==> src/hdl/fcmc_pkg.sv <==
// fcmc_pkg: shared types and constants for the fan cooling controller
// holds mode codes, duty levels, threshold defaults and the scaling constant
// no dependencies
`default_nettype none

package fcmc_pkg;

  // controller mode codes
  localparam logic [1:0] MODE_IDLE     = 2'd0;
  localparam logic [1:0] MODE_COOLING  = 2'd1;
  localparam logic [1:0] MODE_OVERHEAT = 2'd2;

  // configuration register indexes
  localparam logic [1:0] CFG_COOL_ON  = 2'd0;
  localparam logic [1:0] CFG_MID      = 2'd1;
  localparam logic [1:0] CFG_HIGH     = 2'd2;
  localparam logic [1:0] CFG_OVERHEAT = 2'd3;

  // field widths
  localparam int SampleW = 12;
  localparam int TempW   = 12;
  localparam int DutyW   = 7;

  // fan duty levels in percent
  localparam logic [DutyW-1:0] DUTY_OFF  = 7'd0;
  localparam logic [DutyW-1:0] DUTY_LOW  = 7'd33;
  localparam logic [DutyW-1:0] DUTY_MID  = 7'd66;
  localparam logic [DutyW-1:0] DUTY_FULL = 7'd100;

  // threshold defaults in tenths of a degree
  localparam logic [TempW-1:0] COOL_ON_RST  = 12'd250;
  localparam logic [TempW-1:0] MID_RST      = 12'd300;
  localparam logic [TempW-1:0] HIGH_RST     = 12'd350;
  localparam logic [TempW-1:0] OVERHEAT_RST = 12'd400;

  // sample * 3300 / 4095 == (sample * ScaleMult) >> ScaleShift for every 12-bit sample
  localparam int ScaleShift = 21;
  localparam int ScaleMultW = 21;
  localparam logic [ScaleMultW-1:0] SCALE_MULT = 21'd1690013;
  localparam int ProdW = SampleW + ScaleMultW;

  // threshold set
  typedef struct packed {
    logic [TempW-1:0] cool_on;
    logic [TempW-1:0] mid;
    logic [TempW-1:0] high;
    logic [TempW-1:0] overheat;
  } fcmc_thr_t;

  // one result plus the next controller state
  typedef struct packed {
    logic [TempW-1:0] temp_tenths;
    logic [DutyW-1:0] fan_duty;
    logic             alarm;
    logic [1:0]       mode;
  } fcmc_result_t;

endpackage

`default_nettype wire

==> src/hdl/fcmc_step.sv <==
// fcmc_step: scaling of one sample and the mealy transition of the controller
// purely combinational; uses fcmc_pkg
`default_nettype none

module fcmc_step (
  input  logic [fcmc_pkg::SampleW-1:0] sample_i,
  input  fcmc_pkg::fcmc_thr_t          thr_i,
  input  logic [1:0]                   mode_i,
  input  logic                         alarm_i,
  output fcmc_pkg::fcmc_result_t       res_o
);
  import fcmc_pkg::*;

  logic [ProdW-1:0] prod;
  logic [TempW-1:0] temp;
  logic [DutyW-1:0] step_duty;
  logic             below_cool;
  logic             below_over;

  // scale to tenths of a degree by a reciprocal multiply
  assign prod = ProdW'(sample_i) * ProdW'(SCALE_MULT);
  assign temp = prod[ScaleShift +: TempW];

  assign below_cool = (temp < thr_i.cool_on);
  assign below_over = (temp < thr_i.overheat);

  // step duty, first threshold that the reading is below decides
  always_comb begin
    priority if (below_cool) begin
      step_duty = DUTY_OFF;
    end else if (temp < thr_i.mid) begin
      step_duty = DUTY_LOW;
    end else if (temp < thr_i.high) begin
      step_duty = DUTY_MID;
    end else begin
      step_duty = DUTY_FULL;
    end
  end

  // mealy transition
  always_comb begin
    res_o.temp_tenths = temp;
    res_o.fan_duty    = DUTY_OFF;
    res_o.alarm       = alarm_i;
    res_o.mode        = mode_i;
    unique case (mode_i)
      MODE_COOLING: begin
        if (below_cool) begin
          res_o.fan_duty = DUTY_OFF;
          res_o.mode     = MODE_IDLE;
        end else if (!below_over) begin
          res_o.fan_duty = DUTY_FULL;
          res_o.alarm    = 1'b1;
          res_o.mode     = MODE_OVERHEAT;
        end else begin
          res_o.fan_duty = step_duty;
        end
      end
      MODE_OVERHEAT: begin
        if (below_over) begin
          res_o.alarm    = 1'b0;
          res_o.fan_duty = step_duty;
          res_o.mode     = MODE_COOLING;
        end else begin
          res_o.fan_duty = DUTY_FULL;
        end
      end
      default: begin
        // idle, and the unused code behaves as idle
        if (!below_cool) begin
          res_o.fan_duty = step_duty;
          res_o.mode     = MODE_COOLING;
        end else begin
          res_o.fan_duty = DUTY_OFF;
          res_o.mode     = MODE_IDLE;
        end
      end
    endcase
  end

endmodule

`default_nettype wire

==> src/hdl/fan_cooling_mealy_controller_unit.sv <==
// fan_cooling_mealy_controller_unit: top level of the fan cooling controller
// sample register, threshold registers, controller state and result register
// depends on fcmc_pkg and fcmc_step
`default_nettype none

// Takes one raw 12-bit sensor sample per transfer and returns one result per
// sample: the temperature in tenths of a degree (sample*3300/4095, rounded
// down), the fan duty (0, 33, 66 or 100 percent), the alarm flag and the
// controller mode after the sample (0 idle, 1 cooling, 2 overheat). One sample
// is taken every cycle while the result side does not stall. The transfer edge
// loads the sample register; scaling and the state decision run combinationally
// on the registered sample, and the result register loads from them once it is
// empty or drained. A stalled result holds the pending sample and stalls the
// input. Thresholds come out of reset at 250, 300, 350 and 400; they are to be
// written through the cfg port only while no sample is in flight, which the
// block itself does not enforce.

module fan_cooling_mealy_controller_unit (
  input  logic                          clk_i,
  input  logic                          rst_ni,
  // sample channel
  input  logic                          in_valid_i,
  output logic                          in_stall_o,
  input  logic [fcmc_pkg::SampleW-1:0]  adc_sample_i,
  // result channel
  output logic                          out_valid_o,
  input  logic                          out_stall_i,
  output logic [fcmc_pkg::TempW-1:0]    temp_tenths_o,
  output logic [fcmc_pkg::DutyW-1:0]    fan_duty_o,
  output logic                          alarm_o,
  output logic [1:0]                    mode_o,
  // configuration writes
  input  logic                          cfg_we_i,
  input  logic [1:0]                    cfg_index_i,
  input  logic [fcmc_pkg::TempW-1:0]    cfg_data_i
);
  import fcmc_pkg::*;

  logic                in_valid_q;
  logic [SampleW-1:0]  sample_q;
  logic                out_valid_q;
  fcmc_result_t        res_q;
  fcmc_result_t        res_d;
  fcmc_thr_t           thr_q;
  logic [1:0]          mode_q;
  logic                alarm_q;
  logic                out_load;
  logic                in_load;

  // handshake, the result register loads when a sample is pending and it is empty or drained
  assign out_load   = in_valid_q && (!out_valid_q || !out_stall_i);
  assign in_stall_o = in_valid_q && !out_load;
  assign in_load    = in_valid_i && !in_stall_o;

  // sample register
  always_ff @(posedge clk_i or negedge rst_ni) begin
    if (!rst_ni) begin
      in_valid_q <= 1'b0;
    end else if (in_load) begin
      in_valid_q <= 1'b1;
    end else if (out_load) begin
      in_valid_q <= 1'b0;
    end
  end

  always_ff @(posedge clk_i) begin
    if (in_load) begin
      sample_q <= adc_sample_i;
    end
  end

  // threshold registers
  always_ff @(posedge clk_i or negedge rst_ni) begin
    if (!rst_ni) begin
      thr_q.cool_on  <= COOL_ON_RST;
      thr_q.mid      <= MID_RST;
      thr_q.high     <= HIGH_RST;
      thr_q.overheat <= OVERHEAT_RST;
    end else if (cfg_we_i) begin
      unique case (cfg_index_i)
        CFG_COOL_ON:  thr_q.cool_on  <= cfg_data_i;
        CFG_MID:      thr_q.mid      <= cfg_data_i;
        CFG_HIGH:     thr_q.high     <= cfg_data_i;
        CFG_OVERHEAT: thr_q.overheat <= cfg_data_i;
        default:      thr_q          <= thr_q;
      endcase
    end
  end

  // scaling and state decision
  fcmc_step u_step (
    .sample_i (sample_q),
    .thr_i    (thr_q),
    .mode_i   (mode_q),
    .alarm_i  (alarm_q),
    .res_o    (res_d)
  );

  // controller state advances with each result
  always_ff @(posedge clk_i or negedge rst_ni) begin
    if (!rst_ni) begin
      mode_q  <= MODE_IDLE;
      alarm_q <= 1'b0;
    end else if (out_load) begin
      mode_q  <= res_d.mode;
      alarm_q <= res_d.alarm;
    end
  end

  // result register
  always_ff @(posedge clk_i or negedge rst_ni) begin
    if (!rst_ni) begin
      out_valid_q <= 1'b0;
    end else if (out_load) begin
      out_valid_q <= 1'b1;
    end else if (!out_stall_i) begin
      out_valid_q <= 1'b0;
    end
  end

  always_ff @(posedge clk_i) begin
    if (out_load) begin
      res_q <= res_d;
    end
  end

  assign out_valid_o   = out_valid_q;
  assign temp_tenths_o = res_q.temp_tenths;
  assign fan_duty_o    = res_q.fan_duty;
  assign alarm_o       = res_q.alarm;
  assign mode_o        = res_q.mode;

  // alarm is on exactly in overheat
  a_alarm_mode : assert property (@(posedge clk_i) disable iff (!rst_ni)
    alarm_q == (mode_q == MODE_OVERHEAT))
    else $error("alarm flag out of step with overheat mode");

  // unused mode code never reached
  a_mode_code : assert property (@(posedge clk_i) disable iff (!rst_ni)
    (mode_q == MODE_IDLE) || (mode_q == MODE_COOLING) || (mode_q == MODE_OVERHEAT))
    else $error("controller in unused mode code");

  // overheat results always drive the fan fully
  a_overheat_duty : assert property (@(posedge clk_i) disable iff (!rst_ni)
    (out_valid_o && mode_o == MODE_OVERHEAT) |-> (fan_duty_o == DUTY_FULL))
    else $error("overheat result without full duty");

  // state moves only with a result
  a_state_hold : assert property (@(posedge clk_i) disable iff (!rst_ni)
    !out_load |=> ($stable(mode_q) && $stable(alarm_q)))
    else $error("controller state changed without a result");

  // a blocked sample is kept
  a_sample_kept : assert property (@(posedge clk_i) disable iff (!rst_ni)
    (in_valid_q && out_valid_q && out_stall_i) |=> in_valid_q)
    else $error("pending sample dropped under stall");

endmodule

`default_nettype wire

==> config.mk <==
export PLATFORM = sky130hd
export DESIGN_NAME = fan_cooling_mealy_controller_unit
export DESIGN_NICKNAME = d
export VERILOG_FILES = /design/src/hdl/fcmc_pkg.sv /design/src/hdl/fcmc_step.sv /design/src/hdl/fan_cooling_mealy_controller_unit.sv
export SDC_FILE = /design/constraint.sdc
export NUM_CORES = 1
export LEC_CHECK = 0
export BUFFER_PORTS_ARGS = -buffer_cell sky130_fd_sc_hd__buf_2
export CAP_MARGIN = 5
export CELL_PAD_IN_SITES_DETAIL_PLACEMENT = 0
export CELL_PAD_IN_SITES_GLOBAL_PLACEMENT = 1
export CORE_MARGIN = 2
export CORE_UTILIZATION = 30
export DETAILED_ROUTE_END_ITERATION = 12
export HOLD_SLACK_MARGIN = 0.08
export PLACE_DENSITY_LB_ADDON = 0.1
export SLEW_MARGIN = 20
export SYNTH_ARGS = -nofsm -noshare
export SYNTH_HDL_FRONTEND = slang
export SYNTH_SLANG_ARGS = --single-unit
==> constraint.sdc <==
create_clock -name clk_i -period 6.2 [get_ports clk_i]
set_clock_uncertainty 0.05 [all_clocks]
set_input_delay 1.55 -clock clk_i [delete_from_list [all_inputs] [get_ports clk_i]]
set_output_delay 1.55 -clock clk_i [all_outputs]
set_load 0.03 [all_outputs]
Word level (Yosys, flattened, before mapping) --
Index checks and enable logic that the tools add are counted.
Cells by class: reductions and logical operators 14, $mul 1, equality and inequality tests 6, order comparisons 4, multiplexer cells 18
Operators with widths (count):
- 12-bit < comparator | 4
- 7-bit 2-to-1 mux | 5
- 12-bit by 21-bit multiplier with 33-bit output (second input constant) | 1
- 7-bit one-hot mux with 2 select lines | 1
- 2-bit AND reduction | 4
- 2-bit == test (second input constant) | 3
- 1-bit 2-to-1 mux | 6
- 3-bit 2-to-1 mux | 2
- 6-bit 2-to-1 mux | 1
- 2-bit by 1-bit == test with 1-bit output (second input constant) | 2
- 1-bit zero test | 4
- 2-bit one-hot mux with 2 select lines | 1
- 1-bit logical AND | 3
- 2-bit zero test | 1
- 2-bit 2-to-1 mux | 1
- 2-bit by 1-bit != test with 1-bit output (second input constant) | 1
- 1-bit one-hot mux with 2 select lines | 1
- 2-bit nonzero test | 1
- 1-bit logical OR | 1
Word-level totals: word-level logic and storage cells 56, input port bits 31, register bits 87, output and inout port bits 24

Depth between registers and ports, before layout --
Gate-level depths: netlist of the first run.
depth after elaboration 8, depth in mapped cells 29, mapped depth without buffers 29

Hierarchy --
Synthesis of the first run repeated with hierarchy kept, for this count alone.
Second synthesis, totals: cells, all modules 762, area total of the unflattened synthesis 8280.4 um^2
By module, submodules not included:
- fcmc_step | area an instance 5238.8 um^2, times used 1, seq. area each 0.0 um^2, cells an instance 610
- fan_cooling_mealy_controller_unit | area an instance 3041.7 um^2, times used 1, seq. area each 2371.0 um^2, cells an instance 152

Least setup slack after synthesis of the first run --
Ideal clock, no wire load.
path kind reg-to-reg, from register sample_q[9], to register res_q, in the netlist mode_o[0], data pin, data required time 5.877 ns, path buffers 0, setup slack -0.394 ns, cell stages (with the launch flop) 28, library setup time 0.273 ns, clock period less this slack 6.594 ns, arrival time 6.272 ns, path through edfxtp_1 fa_1 inv_1 fa_1 inv_1 fa_1 inv_1 fa_1 inv_1 fa_1 ha_1 a21oi_1 nor2_1 a211oi_2 nand3_2 a31oi_4 o211ai_2 a21oi_2 xnor2_1 ha_1 a21oi_1 nor2b_1 o21ai_0 nand2_1 nor4_1 a21oi_2 a32oi_1 o221ai_1
RTL lines:
- start, declared | line fan_cooling_mealy_controller_unit.sv:40 | logic [SampleW-1:0] sample_q;
- start signal, assigned | line fan_cooling_mealy_controller_unit.sv:68 | sample_q <= adc_sample_i;
- end signal, assigned | line fan_cooling_mealy_controller_unit.sv:123 | res_q <= res_d;
- end, declared | line fan_cooling_mealy_controller_unit.sv:42 | fcmc_result_t res_q;

==> results of run 1 <==
[worst max-delay path: cells and delay by family (launching register included)]
kind	cells	cell delay, ns
AOI/OAI and AO/OA	9	1.51
xor gates and xnor gates	1	0.32
adders and majority gates	7	3.12
buffers and inverters	8	0.76
DFF	1	0.51
and+or+nand+nor	4	0.47
[state kept, by name, indices dropped and copies added (netlist names)]
register and cells:
fan_duty_o 5, alarm_o 1, mode_q 2, sample_q 12
out_valid_o 1, thr_q 48, in_valid_q 1, alarm_q 1
temp_tenths_o 12, mode_o 2
[path summary, 6_finish.rpt]
| check | from | slack [ns] | end |
|---|---|---|---|
| setup / recovery | sample_q[10] | -0.70 | mode_q[1] |
| hold / removal | in_valid_q | 0.45 | out_valid_o |
| setup reg to reg | sample_q[10] | -0.70 | mode_q[1] |
| hold reg to reg | in_valid_q | 0.45 | out_valid_o |
| max in group asynchronous | rst_ni | 4.35 | thr_q[24] |
| min in group asynchronous | rst_ni | 1.27 | thr_q[33] |
[metal layers]
metal	vias up	wire length, µm
li1	2899	-
met1	2906	10740
met2	75	9968
met3	20	662
met4	2	291
met5	-	11
[timing repair]
item / CTS / global route
gates resized for setup: 62 / 59
pin swaps: 51 / 55
hold buffers: 0 / 0
setup endpoints to repair: 11 / 11
setup buffers: 15 / 16
hold endpoints to repair: 0 / 0
[cells by family after synthesis]
logic type	count (synthesis)	share of synthesized area, %
adder cells (fa/ha/maj)	213	39.77
buffers and inverters	201	9.453
AO/OA/AOI/OAI	108	9.097
AND/OR/NAND/NOR	99	6.380
flip-flops	85	28.67
multiplexers	37	5.169
XOR/XNOR	13	1.413
other	1	0.04652
[metrics by stage]
| step | std cells | area [µm²] | hold WS, ns | TNS, ns | setup slack, ns |
|---|---|---|---|---|---|
| after floorplan | 758 | 8163 | 0.3992 | -0.1569 | -0.04864 |
| after global placement | 1258 | 9722 | 0.4219 | -11.12 | -1.076 |
| after detailed placement | 1258 | 9722 | 0.4431 | -11.63 | -1.109 |
| after CTS | 1288 | 10480 | 0.4514 | -7.243 | -0.7289 |
| after global routing | 1301 | 10880 | 0.4777 | -10.11 | -0.9830 |
| final | 1301 | 10880 | 0.4512 | -7.074 | -0.7050 |
[cell usage in the layout (no fill, tap or decap), types with 4 or more instances in the layout]
cell,count
a21oi_1,13
edfxtp_1,32
o21ai_1,7
inv_1,186
nor2_2,4
clkbuf_16,9
nor2b_1,5
a211oi_2,5
a21oi_2,19
o21ai_0,15
nand4_1,8
nor2_1,10
dfrtp_1,34
ha_4,16
buf_4,139
fa_1,64
buf_2,52
or2_4,4
and2_1,4
fa_2,8
inv_2,6
nand3_1,7
buf_6,10
xnor2_2,4
dfstp_2,19
mux2_2,37
o21ai_2,5
a21o_1,11
nand2_1,28
ha_1,122
[area by class of cell]
type | instances | area, µm² | area share, %
Clock inverter | 7 | 73.82 | 0.6785
Inverter | 192 | 720.7 | 6.624
Timing Repair Buffer | 201 | 1416 | 13.02
Sequential cell | 85 | 2311 | 21.24
Multi-Input combinational cell | 472 | 5714 | 52.52
Clock buffer | 9 | 225.2 | 2.070
Tap cell | 335 | 419.2 | 3.852
==> impl_metrics.tcl, run 1 <==
set metrics [dict create \
    synth_top_area_share_pct 21.89 \
    clockRootBuffer "clkbuf_16" \
    finalCriticalPeriod_ns 6.905 \
    overflow 0 \
    netlist_area_mm2 0.008060 \
    ys_ff_latch 85 \
    use_met2_pct 25.73 \
    start_util_pct 30.76 \
    vias 5902 \
    max_slew_margin_pct 45.90 \
    path_clk_slew_ns 0.08 \
    nets 1205 \
    max_stage_delay_ns 0.59 \
    worst_ep_required_time_ns 6.38 \
    drt-pass1-iter-count 4 \
    numPortBuffers 52 \
    min_period_over_period_pct 111.4 \
    drv_cap 0 \
    syn_avg_cell_area_um2 10.65 \
    ant_nets 0 \
    track_usage_pct 16.04 \
    routabilityCongestion 0.8274 \
    hold_depth 1 \
    synth_edf_count 32 \
    antenna_found_initial 1 \
    yosys-top-cells-count "inv_1, ha_1, fa_1" \
    yosysMostFrequentCell "inv_1" \
    clockBufferDepth 2 \
    arrival_ns 7.08 \
    grtUsageMet3_pct 2.515 \
    syn2layout_area_growth_pct 34.99 \
    status "complete, but fails checks" \
    synth-seq-area-share_pct 28.67 \
    rows 59 \
    min_path_type "reg2reg" \
    setup_viol 11 \
    layout_setup_ws_ns -0.7050 \
    via_per_inst 4.537 \
    finalMaxSlewViolations 0 \
    fmax_ghz 0.1448 \
    violations "negative setup slack" \
    grt_setup_unrepaired "true" \
    grt-busiest-layer "met2" \
    dpl.hpwl_um 17560 \
    htreeDepth 3 \
    layout-drive-gt1-share_pct 40.37 \
    coreArea_mm2 0.02621 \
    rr_worst_depth 29 \
    worst_pin_slew_ns 0.8091 \
    dieWidth_um 167.9 \
    synth.area.top_cells "ha_1, fa_1, edfxtp_1" \
    cts_tree "built" \
    synth_cell_type_count 59 \
    clk_latency_ns 0.36 \
    grt_pass1_wl_um 34950 \
    start_kind "register" \
    worstSetupPathType "reg2reg" \
    routed_wl_um 21670 \
    pin_count 55 \
    yosys_warnings 0 \
    async_flop_share_pct 62.35 \
    n_fill_cell 2513 \
    antenna_cells 0 \
    clkSinkCount 85 \
    die_h_um 167.9 \
    postSynthCellCount 757 \
    cts_made_buffers 9 \
    drt_iter0_markers 178 \
    ys.flop_type "dfrtp_1" \
    synth_top_area_cell "ha_1" \
    dieArea_mm2 0.02819 \
    wl_per_cell_um 16.66 \
    slowest_stage "fa_2" \
    drc 0 \
    hold_violations 0 \
    first_global_vias 6461 \
    cp_max_fo 6 \
    endpoint_kind "register" \
    finish.utilization_pct 41.52 \
    grt_util_met1_pct 22.74 \
    grt_max_degree 54 \
]
Power of run 1 is not shown: default switching activity piles up to over one toggle a cycle in this logic, so the estimate is an artifact.
==> inputs of run 2 (changes only) <==
- BUFFER_PORTS_ARGS: -buffer_cell sky130_fd_sc_hd__buf_2 -> default
- DONT_BUFFER_PORTS: default -> 1
==> run 2 against run 1 <==
The run still ends with negative setup slack left. Critical path depth is 1 higher. Sequential share of layout area is 1.1 points higher. Global-route usage is 0.070 points lower. Design area is 5.0% lower.
==> impl_metrics.tcl, run 2 (synthesized netlist as in run 1, its figures left out) <==
set metrics [dict create \
    cpLargestDelayFamily "adder cells" \
    reg2reg_slack_ns -0.74 \
    place_area_mm2 0.009454 \
    ant_nets 0 \
    clockBufferDepth 2 \
    die_h_um 167.9 \
    layout-drive-gt1-share_pct 33.48 \
    worst_ep_required_time_ns 6.23 \
    wl_per_cell_um 17.30 \
    hold_depth 1 \
    rows 59 \
    syn2layout_area_growth_pct 28.28 \
    finalCriticalPeriod_ns 6.939 \
    endpoint_kind "register" \
    n_fill_cell 2589 \
    drt-pass1-iter-count 4 \
    finalMaxSlewViolations 0 \
    status "complete, but fails checks" \
    numPortBuffers 0 \
    crit_buf_inv 7 \
    top_register "thr_q" \
    postCtsHoldBufs 0 \
    drt_iter0_markers 164 \
    hold_violations 0 \
    first_global_vias 6269 \
    routed_wl_um 21500 \
    timing.rr.start "sample_q[10]" \
    nets 1147 \
    routabilityCongestion 0.7926 \
    path_clk_slew_ns 0.08 \
    vias 5633 \
    violations "negative setup slack" \
    reg2reg_to "mode_o[0]" \
    start_kind "register" \
    fmax_ghz 0.1441 \
    pin_count 55 \
    rr_worst_depth 30 \
    cp_max_fo 4 \
    min_period_over_period_pct 111.9 \
    max_stage_delay_ns 0.57 \
    layout_commonest_cell "inv_1" \
    worstSetupPathType "reg2reg" \
    setup_viol 11 \
    overflow 0 \
    via_per_inst 4.532 \
    cts_tree "built" \
    largest_reg_flops 48 \
    drv_cap 0 \
    drc 0 \
    track_usage_pct 15.97 \
    htreeDepth 3 \
    grt_max_degree 54 \
    grt_setup_unrepaired "true" \
    min_path_type "reg2reg" \
    slowest_stage "fa_2" \
    antenna_cells 0 \
    max_slew_margin_pct 42.01 \
    dieWidth_um 167.9 \
    cp_common_cell "inv_2" \
    worst_pin_slew_ns 0.8673 \
    design_area_mm2 0.01034 \
    final_cell_mix "inv_1, buf_4, ha_1" \
    dpl.hpwl_um 17480 \
    antenna_found_initial 2 \
    clockRootBuffer "clkbuf_16" \
    arrival_ns 6.97 \
    hold_end "thr_q[0]" \
    start_util_pct 30.76 \
    clk_latency_ns 0.36 \
    grt_pass1_wl_um 34500 \
    min_from "thr_q[0]" \
    coreArea_mm2 0.02621 \
    dieArea_mm2 0.02819 \
    cts_made_buffers 9 \
    layout_setup_ws_ns -0.7392 \
    clkSinkCount 85 \
]
==> run 2: changes by cell type in the layout (fill, tap and decap cells not counted), sizes merged <==
cell	previous run	this run
buf	201	143
clkinv	2	3
inv	197	196
==> run 2: timing repair <==
item,4_1_cts,5_1_grt
pin swaps,43,38
buffers inserted,14,8
endpoints found under the setup margin,11,11
gates resized for setup,57,19
==> run 2: final cells by class <==
cell class,instances,area (µm²),share of cell area (%)
clock inverters,7,76.32,0.7381
clock buffers,9,225.2,2.178
well taps,335,419.2,4.054
inverters,192,720.7,6.970
multi-input cells,472,5490,53.10
repair buffers,143,1097,10.61
flip-flops and latches,85,2311,22.35
==> run 2: per-layer routing <==
layer  GRT usage (%)  wire, µm  vias to the layer above
met1           22.04     10530                     2769
met3           3.103       760                       13
met2           26.57     10040                       67
met4           2.382       151                        4
li1                -         -                     2780
met5               0        24                        -
==> run 2: how the worst max path moves through the flow <==
| stage | from | to | slack [ns] | cells after the start |
|---|---|---|---|---|
| after CTS | sample_q[10] | fan_duty_o[5] | -0.77 | 28 |
| after global placement | sample_q[7] | fan_duty_o[5] | -0.97 | 24 |
| after global routing | sample_q[10] | alarm_q | -1.06 | 30 |
| after detailed placement | sample_q[7] | fan_duty_o[5] | -0.99 | 24 |
| after floorplan | sample_q[11] | mode_o[0] | -0.05 | 27 |
| final | sample_q[10] | mode_o[0] | -0.74 | 30 |
==> run 2: metrics by stage <==
stage                     utilization (%)  worst slack [ns]  TNS, ns  cells  hold slack (ns)
after global routing                39.46            -1.064   -10.95   1243           0.4661
after floorplan                         -          -0.04864  -0.1569    758           0.3992
after CTS                           38.88           -0.7742   -7.984   1235           0.4560
final                               39.46           -0.7392   -7.424   1243           0.4538
after detailed placement            36.08           -0.9891   -9.893   1205           0.4326
after global placement              36.08           -0.9716   -9.973   1205           0.4233
Power of run 2 is left out for the same reason.
